<file path="src/utf8_to_utf16_transcoder_defines.svh">
// Assertion helpers for the UTF-8 to UTF-16 transcoder.
// The enclosing module must provide clk_i and rst_ni.
`ifndef UTF8_TO_UTF16_TRANSCODER_DEFINES_SVH
`define UTF8_TO_UTF16_TRANSCODER_DEFINES_SVH

`ifndef SYNTHESIS

// Same-cycle implication
`define U8U16_ASSERT_IMP(lbl, ante, cons) \
  lbl: assert property (@(posedge clk_i) disable iff (!rst_ni) (ante) |-> (cons)) \
    else $error("u8u16: same-cycle check failed");

// Next-cycle implication
`define U8U16_ASSERT_NXT(lbl, ante, cons) \
  lbl: assert property (@(posedge clk_i) disable iff (!rst_ni) (ante) |=> (cons)) \
    else $error("u8u16: next-cycle check failed");

`else

`define U8U16_ASSERT_IMP(lbl, ante, cons)
`define U8U16_ASSERT_NXT(lbl, ante, cons)

`endif

`endif

</file>
<file path="src/u8u16_pkg.sv">
package u8u16_pkg;

  // Code point limits and surrogate bases
  localparam logic [20:0] CpSurrMin  = 21'h10000;
  localparam logic [15:0] SurrHiBase = 16'hD800;
  localparam logic [15:0] SurrLoBase = 16'hDC00;
  localparam logic [9:0]  SurrLoMask = 10'h3FF;
  localparam logic [5:0]  ContMask   = 6'h3F;
  localparam logic [4:0]  Lead4Tag   = 5'h1E;

  localparam int unsigned MaxUnits = 3;

  // Open-sequence bookkeeping
  typedef struct packed {
    logic [7:0] lead;    // lead byte of the open sequence
    logic [1:0] needed;  // continuation bytes still to come in total, 0 = idle
    logic [1:0] held;    // continuation bytes collected so far
  } ctl_t;

  // Up to three code units produced by one byte
  typedef struct packed {
    logic [MaxUnits-1:0][15:0] units;
    logic [1:0]                cnt;
    logic                      term;  // last unit is the zero terminator
  } res_t;

  // Sequence length announced by a byte: 1 ASCII, 2..4 lead, 0 otherwise
  function automatic logic [2:0] seq_len(input logic [7:0] c);
    logic [2:0] len;
    if (c[7] == 1'b0) begin
      len = 3'd1;
    end else if (c[7:5] == 3'b110) begin
      len = 3'd2;
    end else if (c[7:4] == 4'b1110) begin
      len = 3'd3;
    end else if (c[7:3] == Lead4Tag) begin
      len = 3'd4;
    end else begin
      len = 3'd0;
    end
    return len;
  endfunction

endpackage

</file>
<file path="src/u8u16_if.sv">
// Byte request channel
interface u8u16_byte_if;
  logic       valid;
  logic       ready;
  logic [7:0] data_byte;
  logic       stream_last;

  modport source (output valid, output data_byte, output stream_last, input ready);
  modport sink   (input valid, input data_byte, input stream_last, output ready);
endinterface

// Code unit request channel
interface u8u16_unit_if;
  logic        valid;
  logic        ready;
  logic [15:0] code_unit;
  logic        run_last;
  logic        terminator;

  modport source (output valid, output code_unit, output run_last, output terminator,
                  input ready);
  modport sink   (input valid, input code_unit, input run_last, input terminator,
                  output ready);
endinterface

</file>
<file path="src/utf8_to_utf16_transcoder.sv">
// UTF-8 to UTF-16 transcoder. Takes one UTF-8 byte per request on byte_i and
// gives UTF-16 code units on unit_o, a surrogate pair high half first, and a
// zero terminator after the byte flagged stream_last. A byte is taken in every
// cycle as long as the bytes give at most one unit each and the receiver takes
// each unit; a byte that gives several units holds the result register until its
// last unit is taken, since that register hands out one unit per cycle while ready
// is high. Bytes that give no unit (leads, continuation bytes, stray bytes) pass
// through and do not use the result register. A byte goes first into the input
// register and then, once the result register is free, into the result register,
// which offers its first unit. run_last flags the last unit that a byte causes.
`include "utf8_to_utf16_transcoder_defines.svh"

module utf8_to_utf16_transcoder (
  input logic         clk_i,
  input logic         rst_ni,
  u8u16_byte_if.sink   byte_i,
  u8u16_unit_if.source unit_o
);
  import u8u16_pkg::*;

  logic       in_vld_q;
  logic [7:0] in_byte_q;
  logic       in_last_q;
  ctl_t       ctl_q;
  ctl_t       ctl_d;
  logic [7:0] hold_q [2];
  logic       hold_we;
  logic       hold_idx;
  res_t       dec_res;
  res_t       res_q;
  logic       res_vld_q;
  logic [1:0] pos_q;

  logic in_fire;
  logic in_adv;
  logic out_fire;
  logic unit_last;
  logic res_free;

  // Decoder between input register and result register
  u8u16_decode u_decode (
    .data_byte_i   (in_byte_q),
    .stream_last_i (in_last_q),
    .ctl_i         (ctl_q),
    .hold0_i       (hold_q[0]),
    .hold1_i       (hold_q[1]),
    .ctl_o         (ctl_d),
    .hold_we_o     (hold_we),
    .hold_idx_o    (hold_idx),
    .res_o         (dec_res)
  );

  // Handshake and flow control
  assign out_fire  = res_vld_q && unit_o.ready;
  assign unit_last = (pos_q == (res_q.cnt - 2'd1));
  assign res_free  = !res_vld_q || (out_fire && unit_last);
  assign in_adv    = in_vld_q && ((dec_res.cnt == 2'd0) || res_free);
  assign in_fire   = byte_i.valid && byte_i.ready;

  assign byte_i.ready = !in_vld_q || in_adv;

  // Output drive
  assign unit_o.valid      = res_vld_q;
  assign unit_o.code_unit  = res_q.units[pos_q];
  assign unit_o.run_last   = unit_last;
  assign unit_o.terminator = res_q.term && unit_last;

  // Control state
  always_ff @(posedge clk_i or negedge rst_ni) begin
    if (!rst_ni) begin
      in_vld_q  <= 1'b0;
      ctl_q     <= '0;
      res_vld_q <= 1'b0;
      pos_q     <= 2'd0;
    end else begin
      if (in_fire) begin
        in_vld_q <= 1'b1;
      end else if (in_adv) begin
        in_vld_q <= 1'b0;
      end

      if (in_adv) begin
        ctl_q <= ctl_d;
      end

      if (in_adv && (dec_res.cnt != 2'd0)) begin
        res_vld_q <= 1'b1;
        pos_q     <= 2'd0;
      end else if (out_fire) begin
        if (unit_last) begin
          res_vld_q <= 1'b0;
        end else begin
          pos_q <= pos_q + 2'd1;
        end
      end
    end
  end

  // Payload registers
  always_ff @(posedge clk_i) begin
    if (in_fire) begin
      in_byte_q <= byte_i.data_byte;
      in_last_q <= byte_i.stream_last;
    end
    if (in_adv && hold_we) begin
      hold_q[hold_idx] <= in_byte_q;
    end
    if (in_adv && (dec_res.cnt != 2'd0)) begin
      res_q <= dec_res;
    end
  end

  // Checks
  `U8U16_ASSERT_IMP(a_pos_in_range, res_vld_q, pos_q < res_q.cnt)
  `U8U16_ASSERT_IMP(a_held_below_needed, ctl_q.needed != 2'd0, ctl_q.held < ctl_q.needed)
  `U8U16_ASSERT_IMP(a_idle_nothing_held, ctl_q.needed == 2'd0, ctl_q.held == 2'd0)
  `U8U16_ASSERT_NXT(a_last_closes, in_adv && in_last_q, ctl_q.needed == 2'd0)

endmodule

</file>
<file path="src/u8u16_decode.sv">
// Decodes one byte against the open-sequence state into up to three code units
module u8u16_decode (
  input  logic [7:0]      data_byte_i,
  input  logic            stream_last_i,
  input  u8u16_pkg::ctl_t ctl_i,
  input  logic [7:0]      hold0_i,
  input  logic [7:0]      hold1_i,
  output u8u16_pkg::ctl_t ctl_o,
  output logic            hold_we_o,
  output logic            hold_idx_o,
  output u8u16_pkg::res_t res_o
);
  import u8u16_pkg::*;

  logic [2:0]  len_c;
  logic [2:0]  len_h0;
  logic        complete;
  logic [20:0] cp_full;
  logic [20:0] cp_off;

  assign len_c    = seq_len(data_byte_i);
  assign len_h0   = seq_len(hold0_i);
  assign complete = (ctl_i.needed != 2'd0) &&
                    (({1'b0, ctl_i.held} + 3'd1) >= {1'b0, ctl_i.needed});

  // Assemble the code point of a full sequence
  always_comb begin
    case (ctl_i.needed)
      2'd1:    cp_full = {10'd0, ctl_i.lead[4:0], data_byte_i[5:0] & ContMask};
      2'd2:    cp_full = {5'd0, ctl_i.lead[3:0], hold0_i[5:0] & ContMask,
                          data_byte_i[5:0] & ContMask};
      default: cp_full = {ctl_i.lead[2:0], hold0_i[5:0] & ContMask,
                          hold1_i[5:0] & ContMask, data_byte_i[5:0] & ContMask};
    endcase
  end

  assign cp_off = cp_full - CpSurrMin;

  // Build the unit list and the next state
  always_comb begin
    logic [1:0] n;
    logic       tail_h0;
    n          = 2'd0;
    res_o      = '0;
    ctl_o      = ctl_i;
    hold_we_o  = 1'b0;
    hold_idx_o = ctl_i.held[0];
    tail_h0    = (ctl_i.needed != 2'd0) && (ctl_i.held == 2'd1);

    if (complete) begin
      if (cp_full >= CpSurrMin) begin
        res_o.units[n] = SurrHiBase + {5'd0, cp_off[20:10]};
        n              = n + 2'd1;
        res_o.units[n] = SurrLoBase + {6'd0, cp_off[9:0] & SurrLoMask};
        n              = n + 2'd1;
      end else begin
        res_o.units[n] = cp_full[15:0];
        n              = n + 2'd1;
      end
      ctl_o = '0;
    end else if (stream_last_i) begin
      // unfinished sequence: lead dropped, collected bytes decoded again
      if (tail_h0 && (len_h0 == 3'd2)) begin
        res_o.units[n] = {5'd0, hold0_i[4:0], data_byte_i[5:0] & ContMask};
        n              = n + 2'd1;
      end else begin
        if (tail_h0 && (len_h0 == 3'd1)) begin
          res_o.units[n] = {8'd0, hold0_i};
          n              = n + 2'd1;
        end
        if (len_c == 3'd1) begin
          res_o.units[n] = {8'd0, data_byte_i};
          n              = n + 2'd1;
        end
      end
    end else if (ctl_i.needed == 2'd0) begin
      if (len_c == 3'd1) begin
        res_o.units[n] = {8'd0, data_byte_i};
        n              = n + 2'd1;
      end else if (len_c >= 3'd2) begin
        ctl_o.lead   = data_byte_i;
        ctl_o.needed = 2'(len_c - 3'd1);
        ctl_o.held   = 2'd0;
      end
    end else begin
      hold_we_o  = 1'b1;
      ctl_o.held = ctl_i.held + 2'd1;
    end

    // zero terminator closes the string
    if (stream_last_i) begin
      res_o.units[n] = 16'd0;
      n              = n + 2'd1;
      res_o.term     = 1'b1;
      ctl_o          = '0;
    end

    res_o.cnt = n;
  end

endmodule

</file>
<file path="src/flat_wrapper.sv">
// flat-port wrapper written by rule: the top's interface ports become plain ports
module utf8_to_utf16_transcoder_flat import u8u16_pkg::*;
  (clk_i, rst_ni, byte_i_valid, byte_i_data_byte, byte_i_stream_last, byte_i_ready, unit_o_valid, unit_o_code_unit, unit_o_run_last, unit_o_terminator, unit_o_ready);
  u8u16_byte_if byte_i_i ();
  u8u16_unit_if unit_o_i ();
  input logic clk_i;
  input logic rst_ni;
  input wire logic [$bits(byte_i_i.valid)-1:0] byte_i_valid;
  input wire logic [$bits(byte_i_i.data_byte)-1:0] byte_i_data_byte;
  input wire logic [$bits(byte_i_i.stream_last)-1:0] byte_i_stream_last;
  output wire logic [$bits(byte_i_i.ready)-1:0] byte_i_ready;
  output wire logic [$bits(unit_o_i.valid)-1:0] unit_o_valid;
  output wire logic [$bits(unit_o_i.code_unit)-1:0] unit_o_code_unit;
  output wire logic [$bits(unit_o_i.run_last)-1:0] unit_o_run_last;
  output wire logic [$bits(unit_o_i.terminator)-1:0] unit_o_terminator;
  input wire logic [$bits(unit_o_i.ready)-1:0] unit_o_ready;
  assign byte_i_i.valid = byte_i_valid;
  assign byte_i_i.data_byte = byte_i_data_byte;
  assign byte_i_i.stream_last = byte_i_stream_last;
  assign byte_i_ready = byte_i_i.ready;
  assign unit_o_valid = unit_o_i.valid;
  assign unit_o_code_unit = unit_o_i.code_unit;
  assign unit_o_run_last = unit_o_i.run_last;
  assign unit_o_terminator = unit_o_i.terminator;
  assign unit_o_i.ready = unit_o_ready;
  utf8_to_utf16_transcoder u_core (.clk_i(clk_i), .rst_ni(rst_ni), .byte_i(byte_i_i), .unit_o(unit_o_i));
endmodule
</file>
<file path="config.mk">
export PLATFORM = sky130hd
export DESIGN_NAME = utf8_to_utf16_transcoder_flat
export DESIGN_NICKNAME = d
export VERILOG_FILES = /design/src/u8u16_pkg.sv /design/src/u8u16_if.sv /design/src/utf8_to_utf16_transcoder.sv /design/src/u8u16_decode.sv /design/src/flat_wrapper.sv
export VERILOG_INCLUDE_DIRS = /design/src /design/src/src
export SDC_FILE = /design/constraint.sdc
export NUM_CORES = 1
export LEC_CHECK = 0
export BUFFER_PORTS_ARGS = -buffer_cell sky130_fd_sc_hd__buf_4
export CORE_AREA = 4 4 84 86
export DETAILED_ROUTE_END_ITERATION = 10
export DIE_AREA = 0 0 88 90
export GPL_TIMING_DRIVEN = 0
export PLACE_DENSITY_LB_ADDON = 0.25
export SYNTH_ARGS = -nofsm -noshare
export SYNTH_HDL_FRONTEND = slang
export SYNTH_SLANG_ARGS = --single-unit
</file>
<file path="constraint.sdc">
create_clock -name clk_i -period 5.6 [get_ports clk_i]
set_input_delay 1.12 -clock clk_i [delete_from_list [all_inputs] [get_ports clk_i]]
set_output_delay 1.12 -clock clk_i [all_outputs]
set_load 0.1 [all_outputs]
</file>
==> metrics <==
WS Path Type=flop to output port; Post-Synthesis Cells=338; Worst Hold Class=flop to flop; CTS Hold Bufs=0; die area=7920 µm²; Initial Utilization=0.589; final number of hold-violating endpoints=0; 1st-iter DRT viols=388; CTS tree=yes; Syn Std Cell Area=3700 µm²; hpwl dp=6.33 mm; share of cells above drive strength 1=0.186; most frequent cells in the layout=edfxtp_1 (53), buf_4 (40), nor2_1 (34), nand2_1 (24), a21oi_1 (20); Rel. slew slack=0.166; GRT Residual Overflow=0; Clk Latency, worst-skew pair=0.34 ns; DRT Pass-1 Iters=6; max cap viols=0; DR vias/cell=6.23; total CTS buffers=9; Post-Syn Nets=363; Root Buffer=clkbuf_8; post-DR wirelength/cell=18.5 µm; total wire length=8.69 mm; # rows=29; CP Capture Type=output port; core box area=6280 µm²; worst slew pin tran=1.25 ns; number of global-route vias before repair=2856; Clock Pin Slew Worst Setup and Hold Paths=0.07 ns; DRC=0; outcome=finished clean; die extent in x=88 µm; Final period util=0.962; commonest non-fill, non-tap cell in the layout=edfxtp_1; first-pass GRT wire length=14.1 mm; crit path from=u_core.ctl_q[2]$_DFFE_PN0P_; Seq/Total Area, Yosys=0.518; Tot GR Track Use=0.233; Hold WS=0.458 ns; I/O pins=33; Synth top area share=0.430; CP Launch Type=flop; setup violators final=0; clk buf depth=2; GP Congestion=0.930; Crit Path Max Fanout=13; Slew Viols, Final=0; post-route ant nets=0; filler cell count=482; design area=4320 µm²; async set-or-reset flop fraction in the synthesized netlist=0.197; CP arrival=4.27 ns; DIE HEIGHT=90 µm; Synth Flop Type=edfxtp_1; H-tree depth=3; area post-placement=4040 µm²; average cell area after synthesis=10.9 µm²; clk_skew=0.0112 ns; initial antenna violation count=0; Ant. Diodes=0; Final Util=0.688; worst r2r src=u_core.ctl_q[2]$_DFFE_PN0P_; hold path startpoint=u_core.in_last_q$_DFFE_PP_; CP Data Required Time=4.48 ns; min Tclk post-route=5.39 ns; most area-consuming cells after synthesis=edfxtp_1 (43%), dfrtp_1 (8.8%), mux2i_1 (4.6%); clock sink total=66; detailed-route via count=2928; Final nets=413; #FFs+latches synth=66; pin count of the biggest net entering global routing=31; Cell variety after synth=58; Syn. warnings=0; area delta synth->final=16.8%; IO Port Bufs=32; Synth area leader=edfxtp_1; fmax=0.186 GHz; number of synthesized flops with an enable pin=53
critical path, cell delays in order (launching register included):
cell,delay [ns]
dfrtp_1,0.41
inv_1,0.11
ha_4,0.32
clkinvlp_4,0.09
buf_4,0.11
nand2_1,0.07
inv_1,0.07
ha_1,0.12
or4b_1,0.43
nor4_1,0.18
nand4_1,0.19
o21a_2,0.30
buf_2,0.20
nor2_2,0.19
a41oi_1,0.09
ha_1,0.37
o2111ai_1,0.13
nand2b_4,0.20
nand3_2,0.12
buf_12,0.21
area by class of cell:
| class | count | area (µm²) | share of cell area |
|---|---|---|---|
| clock inverters | 6 | 57.6 | 0.0133 |
| well taps | 77 | 96.3 | 0.0223 |
| plain buffers | 14 | 63.8 | 0.0148 |
| clock buffers | 10 | 128 | 0.0295 |
| multi-input cells | 243 | 1690 | 0.390 |
| repair buffers | 41 | 320 | 0.0741 |
| flip-flops and latches | 66 | 1920 | 0.444 |
| inverters | 13 | 52.6 | 0.0122 |
per-stage QoR:
| step | worst slack [ns] | setup TNS (ns) | instances |
|---|---|---|---|
| after floorplan | 0.163 | 0 | 338 |
| after global placement | -0.442 | -10.67 | 447 |
| after detailed placement | -0.543 | -16.26 | 447 |
| after CTS | 0.0895 | 0 | 464 |
| after global routing | -0.00452 | -0.00452 | 470 |
| final | 0.212 | 0 | 470 |
repair_timing:
| action | 4_1_cts | 5_1_grt |
|---|---|---|
| cloned | 0 | 0 |
| pin swaps | 1 | 3 |
| resized for setup | 3 | 5 |
| endpoints found under the setup margin | 40 | 1 |
| buffers inserted | 3 | 6 |
cell usage after synthesis (7+ instances only):
cell type	count
ha_1	11
a22oi_1	8
clkbuf_1	10
nand2_1	24
nand2b_1	9
edfxtp_1	53
nor2_1	34
and3_1	7
nand3_1	8
a21oi_1	20
a22o_1	12
mux2i_1	17
dfrtp_1	13
inv_1	13
worst paths after layout:
check	cells after the start	slack, ns	to
setup / recovery	19	0.21	byte_i_ready
hold / removal	0	0.46	u_core.res_q[0]$_DFFE_PP_
setup reg to reg	19	0.50	u_core.res_q[20]$_DFFE_PP_
hold reg to reg	0	0.46	u_core.res_q[0]$_DFFE_PP_
max in group asynchronous	1	4.81	u_core.ctl_q[2]$_DFFE_PN0P_
min in group asynchronous	1	0.61	u_core.ctl_q[0]$_DFFE_PN0P_
cells by family (layout without fill, tap and decap cells):
| group | after synthesis | after routing | synth area share |
|---|---|---|---|
| simple gates | 113 | 113 | 0.158 |
| fa+ha+maj | 12 | 12 | 0.0426 |
| flops | 66 | 66 | 0.518 |
| buf+inv | 29 | 84 | 0.0325 |
| xor+xnor | 6 | 6 | 0.0142 |
| compound gates | 95 | 95 | 0.188 |
| mux | 17 | 17 | 0.0460 |
sequential cells by signal, indices dropped and copies added (netlist names):
register / cells
u_core.ctl_q: 9
u_core.hold_q: 14
u_core.in_byte_q: 8
u_core.in_last_q: 1
u_core.in_vld_q: 1
u_core.pos_q: 2
u_core.res_q: 30
u_core.unit_o.valid: 1
metal layers:
metal / wire, µm / track usage / vias up
li1: - / - / 1374
met1: 3600 / 0.319 / 1375
met2: 4180 / 0.356 / 154
met5: 0 / 0 / -
met3: 689 / 0.0448 / 25
met4: 220 / 0.106 / 0
Power is left out: the tool's default activity adds up to more than one toggle a clock period on the data nets, which glitch-free logic cannot reach.
